### config.mk
export PLATFORM = sky130hd
export DESIGN_NAME = base64url_stream_codec
export DESIGN_NICKNAME = d
export VERILOG_FILES = /design/src/design/b64u_pkg.sv /design/src/design/b64u_front.sv /design/src/design/b64u_fifo.sv /design/src/design/b64u_back.sv /design/src/design/base64url_stream_codec.sv
export SDC_FILE = /design/constraint.sdc
export NUM_CORES = 1
export LEC_CHECK = 0
export ABC_AREA = 1
export BUFFER_PORTS_ARGS = -buffer_cell sky130_fd_sc_hd__buf_2
export CAP_MARGIN = 20
export CORE_ASPECT_RATIO = 1.75
export CORE_UTILIZATION = 45
export DETAILED_ROUTE_END_ITERATION = 8
export MAX_ROUTING_LAYER = met4
export PLACE_DENSITY = 0.67
export SLEW_MARGIN = 20
export SYNTH_ARGS = -nofsm -noshare
export SYNTH_HDL_FRONTEND = slang
export SYNTH_SLANG_ARGS = --single-unit
### constraint.sdc
create_clock -name clk -period 7.78 [get_ports clk]
set_clock_uncertainty 0.2 [all_clocks]
set_input_delay 0.778 -clock clk [delete_from_list [all_inputs] [get_ports clk]]
set_output_delay 0.778 -clock clk [all_outputs]
set_load 0.1 [all_outputs]
### src/design/b64u_pkg.sv
// ----------------------------------------------------------------------------
// b64u_pkg
// Shared types and character tables for the base64url stream codec.
// ----------------------------------------------------------------------------
`default_nettype none

package b64u_pkg;

  localparam logic [7:0] CHAR_PAD = 8'h3D;  // '='

  typedef struct packed {
    logic [7:0] data;
    logic       valid;
    logic       last;
  } result_t;

  // one queue entry: the results of one accepted item
  typedef struct packed {
    result_t r0;
    result_t r1;
    logic    two;
  } entry_t;

  typedef struct packed {
    logic       ok;
    logic [5:0] value;
  } dec_t;

  function automatic logic [7:0] enc_char(input logic [5:0] v);
    logic [7:0] c;
    if (v < 6'd26) begin
      c = 8'h41 + {2'b00, v};
    end else if (v < 6'd52) begin
      c = 8'h61 + {2'b00, v - 6'd26};
    end else if (v < 6'd62) begin
      c = 8'h30 + {2'b00, v - 6'd52};
    end else if (v == 6'd62) begin
      c = 8'h2D;
    end else begin
      c = 8'h5F;
    end
    return c;
  endfunction

  function automatic dec_t dec_char(input logic [7:0] c);
    dec_t d;
    d.ok    = 1'b1;
    d.value = 6'd0;
    if (c inside {[8'h41:8'h5A]}) begin
      d.value = 6'(c - 8'h41);
    end else if (c inside {[8'h61:8'h7A]}) begin
      d.value = 6'(c - 8'h61 + 8'd26);
    end else if (c inside {[8'h30:8'h39]}) begin
      d.value = 6'(c - 8'h30 + 8'd52);
    end else if (c inside {8'h2D, 8'h2B}) begin
      d.value = 6'd62;
    end else if (c inside {8'h5F, 8'h2F}) begin
      d.value = 6'd63;
    end else begin
      d.ok = 1'b0;
    end
    return d;
  endfunction

endpackage

`default_nettype wire

### src/design/b64u_front.sv
// ----------------------------------------------------------------------------
// b64u_front
// Accepts items, keeps the bit accumulator and builds the results of each
// item as one queue entry.
// ----------------------------------------------------------------------------
`default_nettype none

module b64u_front (
  input  wire logic             clk,
  input  wire logic             rst,
  input  wire logic             cfg_write,
  input  wire logic             cfg_data,
  input  wire logic             accept,
  input  wire logic [7:0]       in_byte,
  input  wire logic             in_last,
  output logic                  enq,
  output b64u_pkg::entry_t      entry
);

  logic        mode;
  logic [11:0] acc;
  logic [3:0]  bc;
  logic        stopped;

  logic [11:0] acc_next;
  logic [3:0]  bc_next;
  logic        stopped_next;
  logic        has_res;

  logic [11:0] acc_e;
  logic [3:0]  bc_e;
  logic [11:0] acc_d;
  logic [3:0]  bc_d;
  b64u_pkg::dec_t dv;
  logic [5:0]  c0;
  logic [5:0]  c1;
  logic        two;
  logic [7:0]  dbyte;

  always_comb begin
    acc_e = {acc[3:0], in_byte};
    bc_e  = bc + 4'd8;
    dv    = b64u_pkg::dec_char(in_byte);
    acc_d = {acc[5:0], dv.value};
    bc_d  = bc + 4'd6;

    acc_next     = acc;
    bc_next      = bc;
    stopped_next = stopped;
    has_res      = 1'b0;
    c0           = 6'd0;
    c1           = 6'd0;
    two          = 1'b0;
    dbyte        = 8'd0;
    entry        = '0;

    if (!mode) begin
      has_res  = 1'b1;
      acc_next = acc_e;
      case (bc_e)
        4'd8: begin
          c0      = acc_e[7:2];
          c1      = {acc_e[1:0], 4'b0000};
          bc_next = 4'd2;
        end
        4'd10: begin
          c0      = acc_e[9:4];
          c1      = {acc_e[3:0], 2'b00};
          bc_next = 4'd4;
        end
        4'd12: begin
          c0      = acc_e[11:6];
          c1      = acc_e[5:0];
          two     = 1'b1;
          bc_next = 4'd0;
        end
        default: begin
          c0      = acc_e[7:2];
          c1      = {acc_e[1:0], 4'b0000};
          bc_next = 4'd2;
        end
      endcase
      two            = two | in_last;
      entry.two      = two;
      entry.r0.data  = b64u_pkg::enc_char(c0);
      entry.r0.valid = 1'b1;
      entry.r0.last  = in_last && !two;
      entry.r1.data  = b64u_pkg::enc_char(c1);
      entry.r1.valid = 1'b1;
      entry.r1.last  = in_last;
    end else begin
      if (!stopped) begin
        if (in_byte == b64u_pkg::CHAR_PAD) begin
          stopped_next = 1'b1;
        end else if (dv.ok) begin
          acc_next = acc_d;
          bc_next  = bc_d;
          case (bc_d)
            4'd8: begin
              dbyte   = acc_d[7:0];
              has_res = 1'b1;
              bc_next = 4'd0;
            end
            4'd10: begin
              dbyte   = acc_d[9:2];
              has_res = 1'b1;
              bc_next = 4'd2;
            end
            4'd12: begin
              dbyte   = acc_d[11:4];
              has_res = 1'b1;
              bc_next = 4'd4;
            end
            default: begin
              dbyte   = 8'd0;
            end
          endcase
        end
      end
      entry.r0.data  = dbyte;
      entry.r0.valid = has_res;
      entry.r0.last  = in_last;
      has_res        = has_res | in_last;
    end

    if (in_last) begin
      acc_next     = 12'd0;
      bc_next      = 4'd0;
      stopped_next = 1'b0;
    end
  end

  assign enq = accept && has_res;

  always_ff @(posedge clk) begin
    if (rst) begin
      mode    <= 1'b0;
      acc     <= 12'd0;
      bc      <= 4'd0;
      stopped <= 1'b0;
    end else if (cfg_write) begin
      mode    <= cfg_data;
      acc     <= 12'd0;
      bc      <= 4'd0;
      stopped <= 1'b0;
    end else if (accept) begin
      acc     <= acc_next;
      bc      <= bc_next;
      stopped <= stopped_next;
    end
  end

endmodule

`default_nettype wire

### src/design/b64u_fifo.sv
// ----------------------------------------------------------------------------
// b64u_fifo
// Two-entry queue of result entries between the front and back parts.
// ----------------------------------------------------------------------------
`default_nettype none

module b64u_fifo (
  input  wire logic             clk,
  input  wire logic             rst,
  input  wire logic             wr,
  input  wire b64u_pkg::entry_t wr_entry,
  input  wire logic             rd,
  output b64u_pkg::entry_t      rd_entry,
  output logic                  full,
  output logic                  empty
);

  b64u_pkg::entry_t mem [2];
  logic       wr_ptr;
  logic       rd_ptr;
  logic [1:0] cnt;

  assign full     = (cnt == 2'd2);
  assign empty    = (cnt == 2'd0);
  assign rd_entry = mem[rd_ptr];

  always_ff @(posedge clk) begin
    if (wr) begin
      mem[wr_ptr] <= wr_entry;
    end
  end

  always_ff @(posedge clk) begin
    if (rst) begin
      wr_ptr <= 1'b0;
      rd_ptr <= 1'b0;
      cnt    <= 2'd0;
    end else begin
      if (wr) begin
        wr_ptr <= !wr_ptr;
      end
      if (rd) begin
        rd_ptr <= !rd_ptr;
      end
      cnt <= cnt + {1'b0, wr} - {1'b0, rd};
    end
  end

endmodule

`default_nettype wire

### src/design/b64u_back.sv
// ----------------------------------------------------------------------------
// b64u_back
// Unpacks queue entries into single results and holds the oldest result in
// the output register.
// ----------------------------------------------------------------------------
`default_nettype none

module b64u_back (
  input  wire logic             clk,
  input  wire logic             rst,
  input  wire logic             q_empty,
  input  wire b64u_pkg::entry_t q_entry,
  output logic                  q_rd,
  input  wire logic             pop,
  output logic                  empty,
  output logic [7:0]            out_byte,
  output logic                  out_valid,
  output logic                  out_last
);

  logic             full_reg;
  logic             sel;
  logic             load;
  b64u_pkg::result_t res;

  assign load  = !q_empty && (!full_reg || pop);
  assign q_rd  = load && (sel || !q_entry.two);
  assign res   = sel ? q_entry.r1 : q_entry.r0;
  assign empty = !full_reg;

  always_ff @(posedge clk) begin
    if (rst) begin
      full_reg <= 1'b0;
      sel      <= 1'b0;
    end else begin
      if (load) begin
        full_reg <= 1'b1;
        sel      <= !sel && q_entry.two;
      end else if (pop) begin
        full_reg <= 1'b0;
      end
    end
  end

  always_ff @(posedge clk) begin
    if (load) begin
      out_byte  <= res.data;
      out_valid <= res.valid;
      out_last  <= res.last;
    end
  end

endmodule

`default_nettype wire

### src/design/base64url_stream_codec.sv
// ----------------------------------------------------------------------------
// base64url_stream_codec
// Streaming unpadded base64url encoder / decoder, one byte per item.
//
// Input queue side: drive in_byte/in_last with push; the item is taken at an
// edge with push high and full low. in_last ends a message and clears state.
// Result queue side: while empty is low the oldest result is on out_byte,
// out_valid and out_last; pop takes it. Results stay put while pop is low.
// cfg_write/cfg_data set the mode (0 encode, 1 decode) and clear the
// accumulator; write only while no item is in flight.
// The results of an item pass through the queue and then the output register;
// a second character of the same item follows the first.
// Throughput: while pop is high or the output register is empty it moves one
// result per cycle, so decode runs at one item per cycle and encode more
// slowly, as each byte gives one or two characters. A two-entry queue sits
// between the item front end and the result back end, so input is taken
// while the receiver stalls until that queue fills; then full rises.
// Reset empties the queue and output register and selects encode mode.
// ----------------------------------------------------------------------------
`default_nettype none

module base64url_stream_codec (
  input  wire logic       clk,
  input  wire logic       rst,
  input  wire logic       cfg_write,
  input  wire logic       cfg_data,
  input  wire logic       push,
  output logic            full,
  input  wire logic [7:0] in_byte,
  input  wire logic       in_last,
  output logic            empty,
  input  wire logic       pop,
  output logic [7:0]      out_byte,
  output logic            out_valid,
  output logic            out_last
);

  logic             accept;
  logic             enq;
  b64u_pkg::entry_t entry;
  b64u_pkg::entry_t q_entry;
  logic             q_rd;
  logic             q_empty;

  assign accept = push && !full;

  b64u_front u_front (
    .clk       (clk),
    .rst       (rst),
    .cfg_write (cfg_write),
    .cfg_data  (cfg_data),
    .accept    (accept),
    .in_byte   (in_byte),
    .in_last   (in_last),
    .enq       (enq),
    .entry     (entry)
  );

  b64u_fifo u_fifo (
    .clk      (clk),
    .rst      (rst),
    .wr       (enq),
    .wr_entry (entry),
    .rd       (q_rd),
    .rd_entry (q_entry),
    .full     (full),
    .empty    (q_empty)
  );

  b64u_back u_back (
    .clk       (clk),
    .rst       (rst),
    .q_empty   (q_empty),
    .q_entry   (q_entry),
    .q_rd      (q_rd),
    .pop       (pop),
    .empty     (empty),
    .out_byte  (out_byte),
    .out_valid (out_valid),
    .out_last  (out_last)
  );

endmodule

`default_nettype wire

Word level (Yosys, flattened, before mapping)
Memories as Yosys holds them, arrays and structs flattened. A register that Yosys moved wholly into a read port is not among the register bits. Index checks and enable logic that the tools add are counted.

Add/sub/neg operators: 19. Bitwise gates (word level): 2. Reduce and logical (&&, ||, !) cells: 28. Multiplexer cells: 59. $lt $le $gt $ge: 12. Equality and inequality tests: 16.

Operators by type and width (number): 6-bit two-way mux (12); 8-bit two-way mux (9); 7-bit by 6-bit adder with 8-bit output, first input constant (4); 8-bit by 6-bit equality test with 1-bit output, second input constant (4); 6-bit < comparator, second input constant (4); 6-bit one-hot mux with 2 select lines (2); 8-bit one-hot mux with 3 select lines (1); 6-bit subtractor, second input constant (4); 1-bit two-way mux (23); 4-bit equality test, second input constant (5); 10-bit two-way mux (2); 4-bit two-way mux (5); 8-bit by 7-bit greater-or-equal comparator with 1-bit output, second input constant (2); 8-bit by 7-bit <= comparator with 1-bit output, second input constant (2); 6-bit by 6-bit adder with 7-bit output, first input constant (2); 7-bit two-way mux (2); 6-bit equality test, second input constant (2); 6-bit by 5-bit < comparator with 1-bit output, second input constant (2); 4-bit one-hot mux with 3 select lines (1); 6-bit by 5-bit subtractor with 6-bit output, second input constant (2); 11-bit two-way mux (1); 1-bit logical AND (9); 3-bit != test, second input constant (3); 8-bit by 7-bit equality test with 1-bit output, second input constant (1); 20 further kinds (32).

Memories: 1. Bits in writable memories: 42. Register bits: 28.

Memories: u_fifo.mem (words 2, bits a word 21, rd ports 1, clocked after Yosys merged registers in 1, wr ports 1, line b64u_fifo.sv:18) `b64u_pkg::entry_t mem [2];`.

Logic depth before layout (Yosys ltp)
Depth in word-level cells: 16. Depth in mapped cells: 20. Gate-level depth less buffers: 19.

Modules after synthesis
A second synthesis with hierarchy kept.

Cells, all modules: 694. Area, all modules: 5474.0 um2.

Modules (own cells, without submodules): b64u_front (area each 3108.0 um2, times used 1, cells each 537); b64u_fifo (area each 1819.2 um2, times used 1, cells each 96); b64u_back (area each 536.8 um2, times used 1, cells each 59); base64url_stream_codec (area each 10.0 um2, times used 1, cells each 2).

Worst setup path before layout
Ideal clock, no wire load.

Path type: input to register. From: input port in_byte[0]. To: memory u_fifo.mem[1][0] in the netlist's numbering (enable). Buffers on the path: 0. Library setup time: 400 ps. Stages on the path: 11. Data arrival time: 2962 ps. Slack: 4218 ps. Path through: clkinv_1 > ha_1 > inv_1 > nand2_1 > nand4_1 > nand3_1 > nand3_1 > nand3_1 > nand3_1 > nand2_1 > nor2_1.

Cells in the longest elaborated chain, start to end: 16. Elaborated cells between the ends (all ways): 30. Classes of those cells: order compare: 6; eq/ne: 5; mux: 12; bitwise: 1; reduce/logical: 6.

RTL lines: from (decl) (line base64url_stream_codec.sv:29) `input wire logic [7:0] in_byte,`; 8-bit by 7-bit equality test with 1-bit output / 8-bit by 6-bit equality test with 1-bit output (equally long branches) (line b64u_pkg.sv:57) `end else if (c inside {8'h5F, 8'h2F}) begin`; 2-bit nonzero test (line b64u_pkg.sv:57); 1-bit two-way mux (line b64u_pkg.sv:57); 1-bit two-way mux (line b64u_pkg.sv:55) `end else if (c inside {8'h2D, 8'h2B}) begin`; 1-bit two-way mux (line b64u_pkg.sv:53) `end else if (c inside {[8'h30:8'h39]}) begin`; 1-bit two-way mux (line b64u_pkg.sv:51) `end else if (c inside {[8'h61:8'h7A]}) begin`; 1-bit two-way mux (line b64u_pkg.sv:49) `if (c inside {[8'h41:8'h5A]}) begin`; 1-bit two-way mux (line b64u_front.sv:95) `end else if (dv.ok) begin`; 1-bit two-way mux * (line b64u_front.sv:93) `if (in_byte == b64u_pkg::CHAR_PAD) begin`; 1-bit two-way mux * (line b64u_front.sv:92) `if (!stopped) begin`; 1-bit two-way mux * (line b64u_front.sv:57) `if (!mode) begin`; 1-bit bitwise OR * (line b64u_front.sv:123) `has_res = has_res | in_last;`; 1-bit two-way mux * (line b64u_front.sv:57); 1-bit logical AND * (line b64u_front.sv:133) `assign enq = accept && has_res;`; 1-bit two-way mux * (line b64u_fifo.sv:28) `if (wr) begin`; 1-bit two-way mux (implied by the code) * (line b64u_fifo.sv:29) `mem[wr_ptr] <= wr_entry;`; to (decl) (line b64u_fifo.sv:18).

Mark *: on every way between the ends. The rest lies on a longest branch, timed or not. The select of a mux whose other input is x is not followed.

Worst setup path in the final report
From: input port in_byte[0]. To: register u_fifo.cnt[1].

Cells in the longest elaborated chain, start to end: 16. Elaborated cells between the ends (all ways): 30. Classes of those cells: add/sub: 2; order compare: 6; eq/ne: 5; mux: 10; bitwise: 1; reduce/logical: 6.

RTL lines: 8-bit by 7-bit equality test with 1-bit output / 8-bit by 6-bit equality test with 1-bit output (equally long branches) (line b64u_pkg.sv:57); 2-bit nonzero test (line b64u_pkg.sv:57); 1-bit two-way mux (line b64u_pkg.sv:57); 1-bit two-way mux (line b64u_pkg.sv:55); 1-bit two-way mux (line b64u_pkg.sv:53); 1-bit two-way mux (line b64u_pkg.sv:51); 1-bit two-way mux (line b64u_pkg.sv:49); 1-bit two-way mux (line b64u_front.sv:95); 1-bit two-way mux * (line b64u_front.sv:93); 1-bit two-way mux * (line b64u_front.sv:92); 1-bit two-way mux * (line b64u_front.sv:57); 1-bit bitwise OR * (line b64u_front.sv:123); 1-bit two-way mux * (line b64u_front.sv:57); 1-bit logical AND * (line b64u_front.sv:133); 2-bit by 1-bit adder with 2-bit output * (line b64u_fifo.sv:45) `cnt <= cnt + {1'b0, wr} - {1'b0, rd};`; 2-bit by 1-bit subtractor with 2-bit output * (line b64u_fifo.sv:45); to (signal assigned) (line b64u_fifo.sv:45); to (decl) (line b64u_fifo.sv:21) `logic [1:0] cnt;`.

Marked as above. A chain may end at the register's enable or synchronous reset.

==> flow_metrics.tcl <==
set metrics [dict create \
    reg_top3 "u_fifo.mem x42, u_back.out_byte x8, u_front.acc x6" \
    ys.flop_type "edfxtp_1" \
    coreArea_um2 11100 \
    hpwl_um 10860 \
    max_freq_mhz 288.9 \
    cts_resized 0 \
    drt_iter0_markers 274 \
    crit_type "in2reg" \
    area_growth_pct 9.242 \
    worst_setup_path_start_kind "input port" \
    nets 740 \
    stdcell_count 829 \
    fillers 1110 \
    gp_congestion 1.024 \
    synth-seq-area-share_pct 37.56 \
    cts_max_level 3 \
    rows 51 \
    grt_pass1_vias 4607 \
    clock_path_buffers 2 \
    critPathLaunch "in_byte[0]" \
    synth_top_family_by_area "simple AND/OR/NAND/NOR gates" \
    antennaDiodeCount 0 \
    drt-met1-wl_um 5003 \
    synth.largest_area_cell "edfxtp_1" \
    port_buffers 26 \
    dpl_cell_area_um2 5324 \
    synthSimpleGateAreaFrac_pct 29.39 \
    r2r_start "u_front.bc[1]" \
    yosysTopAreaCellShare_pct 30.51 \
    ys_ff_latch 70 \
    fin_crit_sh_pct 44.49 \
    crit_required_ps 7840 \
    dp.cells 813 \
    die_w_um 82.61 \
    critPathCaptureType "flop" \
    top_layer "met4" \
    insertion_delay_ps 330 \
    syn-mean-instance-area_um2 7.649 \
    ys_warn_count 0 \
    syn_inst 669 \
    rr_worst_depth 14 \
    io_pins 27 \
    hold_path.startpoint "u_fifo.rd_ptr" \
    hold_depth 1 \
    arrival_ps 3520 \
    layout-drive-gt1-share_pct 12.91 \
    rsz0062_at_grt "false" \
    status "complete, no violations" \
    clk_pin_slew_worst_paths_ps 50 \
    grt_pass1_wl_um 21940 \
    avgRoutedWirePerCell_um 16.61 \
    min_period_ps 3461 \
    synth_nets 717 \
    wirelength_um 13770 \
    synth_area_um2 5117 \
    p_leak_nw 2.430 \
    initial_core_util_pct 46.09 \
    viasPerCell 5.569 \
    finish.utilization_pct 50.35 \
    cap_viol_max_count 0 \
    synth_fa_ha_area_share_pct 8.068 \
    overflow 0 \
    regMostFlops "u_fifo.mem" \
    die_area_um2 11820 \
    worst_pin_slew_ps 846.9 \
    vdd_drop_max_v 0.0002728 \
    grt_max_degree 23 \
    root_buffer "clkbuf_16" \
    final_area_um2 5590 \
    cts_setup_buffers 0 \
    hold_violations 0 \
    powerDensity_nw_per_um2 290.1 \
    first_pass_iters 5 \
    cts_tree "done" \
    max-slew-margin-rel_pct 43.33 \
    met2_length_um 7429 \
    antenna_found_initial 0 \
    yosys-top-cells-area "edfxtp_1, nand2_1, ha_1" \
    grt_usage_pct 25.67 \
    largest_reg_flops 42 \
    drc 0 \
    synth_cell_types 44 \
    synth-edff-count 52 \
    critical_path.max_fanout 9 \
    fp.dieH_um 143.1 \
    vias 4617 \
    async_flop_share_pct 0 \
    slew_viol_final 0 \
    wl_met3_um 474 \
    cts.sinks 70 \
    hold_path.class "reg2reg" \
    synth-compound-area-share_pct 13.91 \
    synth_xor_area_share_pct 2.738 \
    synth_mux_area_share_pct 0 \
    cts-buffers-inserted 9 \
    ant_nets 0 \
    tns_ps 0 \
    setup_viol 0 \
    ctsHoldBuffers 0 \
]
per-stage QoR:
stage / hold WS (ps) / worst slack (ps) / total power [mW]
floorplan: 221.7 / 4218 / 1.119
global placement: 241.1 / 4098 / 1.251
detailed placement: 244.2 / 4024 / 1.263
CTS: 253.7 / 4353 / 1.629
global route: 287.9 / 4040 / 1.714
finish: 251.9 / 4319 / 1.622
cell usage after synthesis, types with 3 or more instances:
master	instances
buf_2	6
ha_1	33
a21oi_1	39
nor2_2	3
xor2_1	15
nand2_1	149
nor3_1	3
o21ai_1	3
o211ai_1	5
inv_1	69
edfxtp_1	52
o22ai_1	16
nand3_1	53
o21ai_0	54
dfxtp_1	18
nor2_1	77
buf_6	4
inv_2	6
nand2_2	11
clkbuf_1	6
nand4_1	9
nand3_2	8
nor2_4	6
placed cells by master, fill, tap and decap left out, types with 2 or more instances in the layout:
cell        netlist  final
o21ai_1           3      3
nand2_1         149    149
inv_4             2      2
o211ai_1          5      5
dfxtp_1          18     18
nor2_4            6      6
ha_1             33     33
nand4_1           9      9
edfxtp_1         52     52
clkinv_4          1      2
nand3_1          53     53
clkinv_2          1      3
o21ai_0          54     54
nand3_2           8      8
buf_4             0      3
nand2_2          11     11
buf_2             6     26
nor2_2            3      3
inv_2             6      6
clkinv_1          2      4
a21oi_1          39     39
nor3_1            3      3
nor2_8            2      2
inv_1            69     69
xor2_1           15     15
clkinvlp_4        0      2
o22ai_1          16     16
clkbuf_16         0      9
nor2_1           77     77
worst max-delay path, cell delays in order:
cell	delay (ps)
buf_2	140
clkinv_1	290
ha_1	340
inv_1	80
nand2_1	50
nand2_1	60
nand2_1	60
nand2_1	160
nand2_1	70
nor2_1	130
nand3_1	130
nand3_1	130
nand3_1	80
nand2_1	170
ha_1	250
inv_1	50
ha_1	150
xor2_1	190
o21ai_0	110
a21oi_1	110
routing by layer:
layer | vias up | track usage [%]
li1 | 2286 | -
met1 | 2110 | 24.83
met2 | 168 | 46.11
met3 | 53 | 2.812
met4 | 0 | 17.42
met5 | - | -
area by class of cell:
type | instances | area, µm² | area share, %
multi-input cells | 501 | 2769 | 49.53
flip-flops and latches | 70 | 1922 | 34.38
inverters | 81 | 315.3 | 5.640
clock buffers | 9 | 225.2 | 4.029
well taps | 132 | 165.2 | 2.954
repair buffers | 29 | 152.6 | 2.731
clock inverters | 7 | 41.29 | 0.7386
worst paths after layout:
| kind | end | slack (ps) |
|---|---|---|
| min | u_fifo.rd_ptr | 250 |
| min reg2reg | u_fifo.rd_ptr | 250 |
| max | u_fifo.cnt[1] | 4320 |
| max reg2reg | u_fifo.mem[0][15] | 4340 |
logic make-up (layout without fill, tap and decap cells):
family	Yosys count	after routing
xor+xnor	16	16
flops	70	70
fa+ha+maj	33	33
simple gates	325	325
compound gates	127	127
buf+inv	98	126
report_power, final:
group	leakage [nW]	internal (mW)	switching (mW)
combinational	1.67	0.158	0.532
sequential	0.632	0.519	0.0476
clock	0.126	0.212	0.153
total	2.43	0.890	0.732
(Power assumes the default switching activity.)
